## src/hw/rtl/fpd_pkg.sv

```systemverilog
package fpd_pkg;

    // Store geometry
    localparam int MAX_POINTS = 64;
    localparam int IDX_W      = $clog2(MAX_POINTS);
    localparam int CNT_W      = $clog2(MAX_POINTS + 1);

    // Field widths
    localparam int COORD_W    = 32;
    localparam int DIFF_W     = COORD_W + 1;
    localparam int RAD_W      = 20;
    localparam int SQ_W       = 2 * RAD_W;
    localparam int OUT_IDX_W  = 6;

    localparam logic [RAD_W-1:0] RADIUS_RESET    = RAD_W'(5000);
    localparam logic [SQ_W-1:0]  RADIUS_SQ_RESET = SQ_W'(25000000);

    // Tag that follows one stored point through the distance pipeline
    typedef struct packed {
        logic             valid;
        logic             last;
        logic [IDX_W-1:0] index;
    } scan_tag_t;

    // Arrival index as reported: low bits of the store index
    function automatic logic [OUT_IDX_W-1:0] out_idx(input logic [IDX_W-1:0] v);
        logic [IDX_W+OUT_IDX_W-1:0] t;
        t = (IDX_W + OUT_IDX_W)'(v);
        return t[OUT_IDX_W-1:0];
    endfunction

endpackage

```

## src/hw/rtl/fpd_point_mem.sv

```systemverilog
module fpd_point_mem
    import fpd_pkg::*;
(
    input  logic               clk,
    input  logic               wr_en,
    input  logic [IDX_W-1:0]   wr_addr,
    input  logic [COORD_W-1:0] wr_x,
    input  logic [COORD_W-1:0] wr_y,
    input  logic [IDX_W-1:0]   rd_addr,
    output logic [COORD_W-1:0] rd_x,
    output logic [COORD_W-1:0] rd_y
);

    logic [2*COORD_W-1:0] mem [MAX_POINTS];
    logic [2*COORD_W-1:0] rd_data_reg;

    // Write port
    always_ff @(posedge clk)
    begin
        if (wr_en)
        begin
            mem[wr_addr] <= {wr_x, wr_y};
        end
    end

    // Read port, registered
    always_ff @(posedge clk)
    begin
        rd_data_reg <= mem[rd_addr];
    end

    assign rd_x = rd_data_reg[2*COORD_W-1:COORD_W];
    assign rd_y = rd_data_reg[COORD_W-1:0];

endmodule

```

## config.mk

```make
export PLATFORM = sky130hd
export DESIGN_NAME = fpd_point_mem
export DESIGN_NICKNAME = d
export VERILOG_FILES = /design/src/hw/rtl/fpd_pkg.sv /design/src/hw/rtl/fpd_point_mem.sv
export SDC_FILE = /design/constraint.sdc
export NUM_CORES = 2
export LEC_CHECK = 0
export BUFFER_PORTS_ARGS = -buffer_cell sky130_fd_sc_hd__buf_2
export CAP_MARGIN = 10
export CORE_MARGIN = 4
export CORE_UTILIZATION = 41
export CTS_BUF_LIST = sky130_fd_sc_hd__clkbuf_8
export DETAILED_ROUTE_END_ITERATION = 16
export PLACE_DENSITY = 0.61
export SYNTH_ARGS = -nofsm -noshare
export SYNTH_HDL_FRONTEND = slang
export SYNTH_SLANG_ARGS = --single-unit
```

## constraint.sdc

```tcl
create_clock -name clk -period 7.71 [get_ports clk]
set_input_delay 0.3855 -clock clk [delete_from_list [all_inputs] [get_ports clk]]
set_output_delay 0.3855 -clock clk [all_outputs]
set_load 0.02 [all_outputs]
```

Word level (Yosys, flattened, before mapping)

Memories as Yosys holds them, arrays and structs flattened. A register that Yosys moved wholly into a read port is not among the register bits.
Cells that the tools add are included.

Multiplexer cells: 2

Operator list:

| cell              | count |
|---|---|
| two-way mux 1 bit | 2 |

Memories: 1
Logic and storage cells: 3
RAM bits: 4,096
Register bits after elaboration: 0
Output and inout bits: 64
Input bits: 78

Memories:

| memory | depth | bits a word | read ports | clocked after Yosys merged registers in | write ports | RTL line            | RTL |
|---|---|---|---|---|---|---|---|
| mem    | 64    | 64          | 1          | 1                                       | 1           | fpd_point_mem.sv:14 | `logic [2*COORD_W-1:0] mem [MAX_POINTS];` |

Logic depth before layout (Yosys ltp)

Depth after elaboration: 2
Gate-level depth with buffers: 9
Gate-level depth less buffers: 5

Least setup slack after synthesis

Ideal clock, no wire load.

Path type: input-to-reg
From: input wr_addr[3]
To: memory mem[48][0] (netlist name), enable pin
Path buffers: 1
Data required time: 7.146 ns
Slack: 1.889 ns
Cell stages on the path: 4
Library setup time: 0.564 ns
Arrival time: 5.257 ns
Cell sequence: clkbuf_1 -> nor2b_1 -> nand4b_1 -> nor3_1

RTL lines:

| item        | RTL line            | RTL |
|---|---|---|
| from (decl) | fpd_point_mem.sv:6  | `input logic [IDX_W-1:0] wr_addr,` |
| to (decl)   | fpd_point_mem.sv:14 |  |

No word-level cell before the write port.

Worst setup path after layout

From: input wr_addr[2]
To: memory mem[9][39] (netlist name), enable pin

No word-level cell before the write port.

==> out/results.ini <==
[outcome]
status = finished, final reports clean

[cts]
cts_sinks = 4160
clk-insertion-delay-late_ns = 1.22
clockBufferDepth = 4
cts_setup_buffers = 0
cts_tree = done
clkTransAtPathRegs_ns = 0.07
cts_made_buffers = 648
cts_max_level = 6
clockRootBuffer = clkbuf_8

[logic_synthesis]
synth_area_um2 = 156000
syn-num-nets = 6676
yosysWarnings = 0
avgSynthCellArea_um2 = 23.7
ys_top_cells_by_area = edfxtp_1, mux4_2, mux2i_1
ys_types = 33
yosys.area.top_type = edfxtp_1
synth_cells = 6598
yosys.area.top_type_share_pct = 78.7
yosysSeqAreaShare_pct = 79.5
ys_ff_latch = 4160

[routing]
drc = 0
ant_nets = 0
vias = 75900
drtPass1Iterations = 5
via_per_inst = 5.92
routed_wl_mm = 432
drt_iter0_markers = 8823
wl_per_cell_um = 33.7

[timing]
setup_viol = 0
tns_ns = 0
clock_skew_ns = 0.0480
worst_pin_slew_ns = 1.28
hold_viol = 0
rsz0062_at_grt = no
holdWs_ns = 0.135
slew_viol_final = 0
max_freq_ghz = 0.310
slew_headroom_pct = 14.8
period_share_pct = 41.8
min_period_ns = 3.23

[floorplan]
dieHeight_um = 626
ioPinCount = 142
fp.dieArea_um2 = 391000
initial_core_util_pct = 41.2
core_um2 = 379000
die_w_um = 626
fp-row-count = 226

[layout]
largest_register_ff_count = 4096
seqCellArea_um2 = 124000
multi_input_area_um2 = 30800
area_growth_pct = 12.9
nNetsFinal = 7351
utilization_pct = 46.5
num-fill-cells = 31100
layout-drive-gt1-share_pct = 28.8

[critical_path]
worst-r2r-cell-count = 5
cp_slowest_cell = nor2_4
end_kind = flop
path_cells = dlygate4sd3_1 > buf_2 > nor2_1 > nand3_1 > nor2_4 > buf_4
max_stage_delay_ns = 1.22
cp.required_ns = 8.52
worstPathArrival_ns = 4.03
critical_path_class = in -> reg
startpoint_type = input port
cp_max_fo = 26

[hold_path]
holdPathStages = 4
hp-class = in -> reg

[flow_run]
cap_violations = 0

[placement]
hpwl_mm = 226
gp_congestion = 0.768
portBuffers = 141

[global_routing]
grt_pass1_wl_mm = 604
grt-ovfl-total = 0
antenna_found_initial = 30
grt_max_degree = 116
grtUsageTotal_pct = 21.8
grt_pass1_vias = 77500

[power]
power_density_nw_per_um2 = 251
p_leak_uw = 0.0555
peakVddDrop_v = 0.000193

## layer usage
metal	vias to the layer above	track usage [%]	share of wire (%)
li1	30000	-	-
met1	41500	29.7	39
met2	3668	36.1	50
met3	743	3.46	7.8
met4	8	7.14	3.4
met5	-	0	0.011
## critical path: cells and delay by family
kind	cells	cell delay, ns
and+or+nand+nor	3	2.05
buffers and inverters	3	1.47
## repair_timing
action / CTS / global route
hold buffers: 68 / 0
hold endpoints to repair: 4224 / 0
resized for setup: 0 / 0
setup endpoints to repair: 0 / 0
## logic make-up after synthesis
kind of cell	after synthesis	synth area share [%]
flip-flops	4160	79.5
AND/OR/NAND/NOR	386	1.24
AO/OA/AOI/OAI	504	2.48
multiplexers	1159	15.6
buffers and inverters	389	1.18
## cell usage after synthesis
cell type / instances
nand3_1: 45
a2bb2oi_1: 19
edfxtp_1: 4096
nand2b_1: 11
buf_2: 170
a31o_1: 1
dfxtp_1: 64
a22oi_1: 168
a31oi_1: 18
buf_6: 6
buf_4: 34
or3_1: 29
nand4_1: 2
a211oi_1: 63
a22o_1: 88
and3_1: 64
buf_1: 20
inv_1: 19
mux4_2: 1024
o221ai_1: 38
clkbuf_1: 140
nor2_1: 112
nor2b_1: 28
o22ai_1: 83
or3b_2: 1
nand3b_1: 2
nor3_1: 2
a41oi_1: 26
or2_2: 28
nand4b_1: 1
nand2_1: 58
mux2i_1: 135
and2_1: 3
## power by group
part / switching [uW] / leakage (uW) / internal, uW
Sequential: 124 / 0.0374 / 25100
Clock: 8550 / 0.00700 / 8500
Combinational: 1370 / 0.0112 / 789
## worst paths after layout
kind / end / startpoint / slack [ns]
worst max-delay path: mem[9][39]$_DFFE_PP_ / wr_addr[2] / 4.48
worst min-delay path: rd_data_reg[48]$_DFF_P_ / rd_addr[5] / 0.14
worst max register to register: rd_data_reg[15]$_DFF_P_ / mem[60][15]$_DFFE_PP_ / 5.68
worst min register to register: rd_data_reg[28]$_DFF_P_ / mem[46][28]$_DFFE_PP_ / 0.81
## layout make-up
type                       instances  share of cell area [%]
sequential                      4160                    70.4
multi-input combinational       2049                    17.4
clock buffer                     682                    5.32
tap                             5016                    3.56
timing repair buffer             395                    1.85
clock inverter                   479                    1.38
inverter                          19                  0.0404
antenna                           16                  0.0227
## metrics by stage
stage / total power, uW / std cells / cell area [um^2] / setup slack [ns]
after global routing: 46000 / 12800 / 177000 / 4.57
after detailed placement: 27800 / 11600 / 164000 / 3.67
final: 44400 / 12800 / 177000 / 4.48
after floorplan: 26800 / 6598 / 156000 / 1.89
after CTS: 44800 / 12800 / 176000 / 4.65
after global placement: 27800 / 11600 / 164000 / 3.68
## cells in the final DEF, fill, tap and decap left out, types with 29 or more instances in the layout
cell	n
clkinv_1	111
and3_1	64
mux4_2	1024
nand3_1	45
clkinv_2	44
o221ai_1	38
a22oi_1	168
inv_1	282
buf_4	150
a22o_1	88
mux2i_1	135
buf_12	37
clkbuf_8	682
or3_1	29
nor2_1	47
buf_2	138
o22ai_1	83
nand2_1	55
a211oi_1	63
dlygate4sd3_1	68
nor2_4	65
edfxtp_1	4096
dfxtp_1	64
Power figures use the tool's default switching activity.
