## config.mk

```make
export PLATFORM = sky130hd
export DESIGN_NAME = fpd_dist_pipe
export DESIGN_NICKNAME = d
export VERILOG_FILES = /design/src/hw/rtl/fpd_pkg.sv /design/src/hw/rtl/fpd_dist_pipe.sv
export SDC_FILE = /design/constraint.sdc
export NUM_CORES = 2
export LEC_CHECK = 0
export BUFFER_PORTS_ARGS = -buffer_cell sky130_fd_sc_hd__buf_2
export CELL_PAD_IN_SITES_DETAIL_PLACEMENT = 0
export CELL_PAD_IN_SITES_GLOBAL_PLACEMENT = 2
export CORE_MARGIN = 4
export CORE_UTILIZATION = 41
export CTS_BUF_LIST = sky130_fd_sc_hd__clkbuf_4 sky130_fd_sc_hd__clkbuf_8 sky130_fd_sc_hd__clkbuf_16
export DETAILED_ROUTE_END_ITERATION = 8
export GPL_TIMING_DRIVEN = 0
export PLACE_DENSITY_LB_ADDON = 0.25
export SYNTH_ARGS = -nofsm -noshare
export SYNTH_HDL_FRONTEND = slang
export SYNTH_SLANG_ARGS = --single-unit
```

## constraint.sdc

```tcl
create_clock -name clk -period 9.2 [get_ports clk]
set_input_delay 1.84 -clock clk [delete_from_list [all_inputs] [get_ports clk]]
set_output_delay 1.84 -clock clk [all_outputs]
set_load 0.02 [all_outputs]
```

## src/hw/rtl/fpd_pkg.sv

```systemverilog
package fpd_pkg;

    // Store geometry
    localparam int MAX_POINTS = 64;
    localparam int IDX_W      = $clog2(MAX_POINTS);
    localparam int CNT_W      = $clog2(MAX_POINTS + 1);

    // Field widths
    localparam int COORD_W    = 32;
    localparam int DIFF_W     = COORD_W + 1;
    localparam int RAD_W      = 20;
    localparam int SQ_W       = 2 * RAD_W;
    localparam int OUT_IDX_W  = 6;

    localparam logic [RAD_W-1:0] RADIUS_RESET    = RAD_W'(5000);
    localparam logic [SQ_W-1:0]  RADIUS_SQ_RESET = SQ_W'(25000000);

    // Tag that follows one stored point through the distance pipeline
    typedef struct packed {
        logic             valid;
        logic             last;
        logic [IDX_W-1:0] index;
    } scan_tag_t;

    // Arrival index as reported: low bits of the store index
    function automatic logic [OUT_IDX_W-1:0] out_idx(input logic [IDX_W-1:0] v);
        logic [IDX_W+OUT_IDX_W-1:0] t;
        t = (IDX_W + OUT_IDX_W)'(v);
        return t[OUT_IDX_W-1:0];
    endfunction

endpackage

```

## src/hw/rtl/fpd_dist_pipe.sv

```systemverilog
module fpd_dist_pipe
    import fpd_pkg::*;
(
    input  logic               clk,
    input  logic               rst_n,
    input  logic [COORD_W-1:0] pt_x,
    input  logic [COORD_W-1:0] pt_y,
    input  logic [COORD_W-1:0] new_x,
    input  logic [COORD_W-1:0] new_y,
    input  logic [RAD_W-1:0]   radius,
    input  logic [SQ_W-1:0]    radius_sq,
    input  scan_tag_t          tag_in,
    output logic               hit,
    output scan_tag_t          tag_out
);

    logic signed [DIFF_W-1:0] dx_reg, dy_reg;
    logic [DIFF_W-1:0]        abs_x, abs_y;
    logic [RAD_W-1:0]         ax_reg, ay_reg;
    logic                     near_reg, near3_reg;
    logic [SQ_W-1:0]          sqx_reg, sqy_reg;
    logic [SQ_W:0]            sq_sum;
    logic                     hit_reg;
    scan_tag_t                tag1_reg, tag2_reg, tag3_reg, tag4_reg;

    // Stage 1: signed differences
    always_ff @(posedge clk)
    begin
        dx_reg <= $signed({new_x[COORD_W-1], new_x}) - $signed({pt_x[COORD_W-1], pt_x});
        dy_reg <= $signed({new_y[COORD_W-1], new_y}) - $signed({pt_y[COORD_W-1], pt_y});
    end

    // Stage 2: magnitudes, early reject at the radius
    assign abs_x = dx_reg[DIFF_W-1] ? DIFF_W'(-dx_reg) : DIFF_W'(dx_reg);
    assign abs_y = dy_reg[DIFF_W-1] ? DIFF_W'(-dy_reg) : DIFF_W'(dy_reg);

    always_ff @(posedge clk)
    begin
        ax_reg   <= abs_x[RAD_W-1:0];
        ay_reg   <= abs_y[RAD_W-1:0];
        near_reg <= (abs_x < DIFF_W'(radius)) && (abs_y < DIFF_W'(radius));
    end

    // Stage 3: squares, both below 2^40
    always_ff @(posedge clk)
    begin
        sqx_reg   <= ax_reg * ax_reg;
        sqy_reg   <= ay_reg * ay_reg;
        near3_reg <= near_reg;
    end

    // Stage 4: sum against radius squared
    assign sq_sum = (SQ_W + 1)'(sqx_reg) + (SQ_W + 1)'(sqy_reg);

    always_ff @(posedge clk)
    begin
        hit_reg <= near3_reg && (sq_sum < (SQ_W + 1)'(radius_sq));
    end

    // Tags travel alongside
    always_ff @(posedge clk or negedge rst_n)
    begin
        if (!rst_n)
        begin
            tag1_reg <= '0;
            tag2_reg <= '0;
            tag3_reg <= '0;
            tag4_reg <= '0;
        end
        else
        begin
            tag1_reg <= tag_in;
            tag2_reg <= tag1_reg;
            tag3_reg <= tag2_reg;
            tag4_reg <= tag3_reg;
        end
    end

    assign hit     = hit_reg;
    assign tag_out = tag4_reg;

    // Assertions
    a_hit_needs_valid_history: assert property (@(posedge clk) disable iff (!rst_n)
        tag_out.valid |-> $past(tag_in.valid, 4))
        else $error("pipeline tag appeared without an issued read");

endmodule

```

# --- Word level (Yosys, flattened, before mapping) ---
# Cells that the tools add are included.
classes:
  n_addsub: 5
  n_mul: 2
  order_cmp: 3
  muxes: 2
  n_reduce_logical: 2
ops:
  columns: ["cell", "n"]
  rows:
  - ["20-bit by 20-bit multiplier with 40-bit output", 2]
  - ["33-bit by 20-bit less-than comparator with 1-bit output", 2]
  - ["33-bit two-way mux", 2]
  - ["33-bit negation", 2]
  - ["32-bit by 32-bit subtractor with 33-bit output", 2]
  - ["40-bit by 40-bit adder with 41-bit output", 1]
  - ["41-bit by 40-bit less-than comparator with 1-bit output", 1]
  - ["1-bit logical AND", 2]
totals:
  regBits: 221
  elab_cells: 35

# --- Longest topological paths before layout ---
logic_depth:
  word_depth: 4
  depth_mapped: 29
  depth_no_buf: 26

# --- Worst setup path after synthesis ---
# Ideal clock, no wire load.
synth_timing:
  kind: "flip-flop to flip-flop"
  start: "reg ay_reg[8]"
  end: "reg sqy_reg[39]"
  setup_ns: 0.129
  t_arrival_ns: 7.074
  t_required_ns: 9.071
  path_slack_ns: 1.996
  stages_incl_launch_ff: 25
  path_buffers: 2
  synth_period_minus_slack_ns: 7.204
  cell_sequence: "dfxtp_1 > clkbuf_1 > clkbuf_1 > nand2_1 > fa_1 > inv_1 > fa_1 > fa_1 > fa_1 > fa_1 > fa_1 > inv_1 > fa_1 > inv_1 > ha_1 > a21o_1 > a21o_1 > a2111oi_0 > o21bai_1 > o31ai_1 > a31oi_1 > o311ai_0 > nand2b_1 > o41ai_1 > xnor2_1"
synth_between:
  elab_chain_cells: 1
synth_lines:
  columns: ["item", "line_no", "rtl"]
  rows:
  - ["start, declared", "fpd_dist_pipe.sv:19", "logic [RAD_W-1:0] ax_reg, ay_reg;"]
  - ["start signal, assigned", "fpd_dist_pipe.sv:40", "ay_reg <= abs_y[RAD_W-1:0];"]
  - ["20-bit by 20-bit multiplier with 40-bit output", "fpd_dist_pipe.sv:48", "sqy_reg <= ay_reg * ay_reg;"]
  - ["end signal, assigned", "fpd_dist_pipe.sv:48", null]
  - ["end, declared", "fpd_dist_pipe.sv:21", "logic [SQ_W-1:0] sqx_reg, sqy_reg;"]
# Every way passes these cells.

# --- Worst setup path after layout ---
layout_timing:
  start: "reg ay_reg[2]"
  end: "reg sqy_reg[39]"
# The elaborated chain is that of the path after synthesis.

==> results_dict.tcl <==
set metrics [dict create \
    status "finished clean" \
    synth_top_area_cell "fa_1" \
    cp_max_fo 10 \
    ant_nets 0 \
    drc_errors 0 \
    wl_met3_um 5370 \
    ys_seq_area_frac 0.129 \
    cp_slowest_cell "clkbuf_1" \
    hold_viol_final 0 \
    rsz0062_at_grt "no" \
    yosysUniqueCellTypes 73 \
    grt_pass1_vias 27800 \
    min_period_ns 8.78 \
    yosysWarnings 0 \
    timing.max_cap.violations 0 \
    cts_sinks 219 \
    drive_above_1_share 0.0710 \
    cp-start-kind "flip-flop" \
    fin_crit_sh 0.954 \
    core_um2 85300 \
    area_delta_synth_final_pct 9.55 \
    maxSlewViolCount 0 \
    drtIter0Drc 1272 \
    critPathCaptureType "flip-flop" \
    final_common_cell "inv_1" \
    hold_slack_ns 0.336 \
    cts_buffer_depth 3 \
    dieArea_um2 90800 \
    maxSlewHeadroom 0.240 \
    ios 207 \
    wl_met2_um 44900 \
    io_buffer_count 206 \
    tns_ns 0 \
    min_path_type "flip-flop to flip-flop" \
    setup_viol 0 \
    arrival_ns 9.18 \
    layout.nets 5326 \
    crit_buf_inv 6 \
    most-common-layout-cells "inv_1 (829), fa_1 (559), ha_1 (487), nand2_1 (323), buf_2 (206)" \
    grt_pass1_wl_um 151000 \
    dp_hpwl_um 80500 \
    overflow 0 \
    crit_family "adder cells" \
    max_stage_delay_ns 0.65 \
    gp_congestion 0.867 \
    via_per_inst 4.90 \
    max_freq_ghz 0.114 \
    netlist_top_cells_area "fa_1 (32%), ha_1 (17%), dfxtp_1 (11%)" \
    syn_area_per_cell_um2 9.17 \
    antenna_found_initial 24 \
    synth_top_area_share 0.317 \
    worstMarginPinSlew_ns 1.13 \
    cts_htree_levels 1 \
    rows 107 \
    async_flop_share 0.146 \
    die_y_um 301 \
    wl_um 93900 \
    path_clk_slew_ns 0.06 \
    syn_nets 5091 \
    synthCells 3847 \
    critical_path_required_ns 9.60 \
    fin_util 0.453 \
    start_util 0.414 \
    worstSetupPathType "flip-flop to flip-flop" \
    cts_tree "built" \
    wl_per_cell_um 17.9 \
    grt_max_degree 33 \
    cts_setup_buffers 0 \
    ys_ff_latch 219 \
    first_pass_iters 5 \
    netlist_area_um2 35300 \
    root_buffer "clkbuf_16" \
    path_common_cell "fa_1" \
    highest_layer "met5" \
    synth_edf_count 0 \
    finalClockSkew_ns 0.0222 \
    dieWidth_um 301 \
    wl_met1_um 42100 \
    insertion_delay_ns 0.56 \
    grt.total_usage 0.213 \
    ys.flop_type "dfxtp_1" \
    cts_buffers 27 \
    vias 25800 \
]
==> layout make-up <==
class                      instances  area, µm²
antenna                           13       32.5
buffer                            86        332
clock buffer                      35        761
clock inverter                    12        104
fill                            8539      46600
inverter                         829       3110
multi-input combinational       2713      27300
sequential                       219       4540
tap                             1144       1430
timing repair buffer             206       1030
==> cells in the mapped netlist, types with 6 or more instances <==
master       n
a2111oi_0   10
a211oi_1    11
a21boi_0    11
a21o_1     113
a21oi_1    151
a221oi_1     6
a31o_2       9
a31oi_1     20
and2_1     152
and3_1       9
clkbuf_1    85
dfrtp_1     32
dfxtp_1    187
fa_1       559
ha_1       487
inv_1      829
nand2_1    323
nand2b_1    37
nand3_1     30
nand4_1     26
nor2_1     142
nor2b_1     33
nor3_1      42
nor4_1      16
o211ai_1     9
o21a_1      31
o21ai_0     98
o21bai_1    23
o311ai_0     8
o31a_1       6
o31ai_1     21
o41ai_1      8
or2_2        8
or3_1       14
xnor2_1    157
xor2_1      66
==> per-stage QoR <==
| step | area [µm²] | instances | worst slack [ns] |
|---|---|---|---|
| final | 38700 | 5257 | 0.423 |
| after global routing | 38600 | 5247 | 0.0166 |
| after CTS | 38600 | 5244 | 0.00437 |
| after detailed placement | 37800 | 5197 | 0.0429 |
| after global placement | 37800 | 5197 | 0.0254 |
| after floorplan | 35300 | 3847 | 2.00 |
==> cell families after synthesis <==
kind of cell             count (synthesis)  synth area share
adder cells (fa/ha/maj)               1047             0.490
buffers and inverters                  915            0.0973
AND/OR/NAND/NOR                        859             0.119
AO/OA/AOI/OAI                          579             0.108
XOR/XNOR                               223            0.0553
flip-flops                             219             0.129
multiplexers                             5           0.00152
==> path summary, 6_finish.rpt <==
check                           from           to  slack (ns)  depth (start not counted)
setup / recovery           ay_reg[2]  sqy_reg[39]        0.42                         25
setup reg to reg           ay_reg[2]  sqy_reg[39]        0.42                         25
hold reg to reg             near_reg    near3_reg        0.34                          0
min in group asynchronous      rst_n  tag1_reg[5]        1.33                          1
max in group asynchronous      rst_n   tag_out[6]        7.44                          1
hold / removal              near_reg    near3_reg        0.34                          0
==> timing repair <==
| action | in CTS | in global routing |
|---|---|---|
| resized for setup | 1 | 15 |
| hold buffers | 0 | 0 |
| gates cloned | 0 | 0 |
| endpoints found under the setup margin | 1 | 3 |
==> metal layers <==
layer | track usage | up-vias
li1 | - | 12700
met1 | 0.282 | 12400
met2 | 0.368 | 473
met3 | 0.0403 | 88
met4 | 0.0333 | 22
met5 | 0 | -
==> worst reg2reg max path, cell delays in order, from the launching register on <==
cell and delay, ns:
dfxtp_1 0.64, clkbuf_1 0.66, nand2_1 0.25, inv_1 0.13, fa_1 0.44, fa_1 0.51
inv_1 0.06, fa_1 0.50, inv_1 0.05, fa_1 0.49, fa_1 0.45, fa_1 0.51
inv_1 0.05, fa_1 0.50, inv_1 0.04, ha_1 0.34, a21o_1 0.18, a21o_1 0.18
a2111oi_0 0.43, o21bai_1 0.18, o31ai_1 0.56, a31oi_1 0.31, o311ai_0 0.53, nand2b_1 0.15
o41ai_1 0.33, xnor2_1 0.16
Power is not shown: default switching activity piles up to over one toggle a cycle in this logic, so the estimate is an artifact.
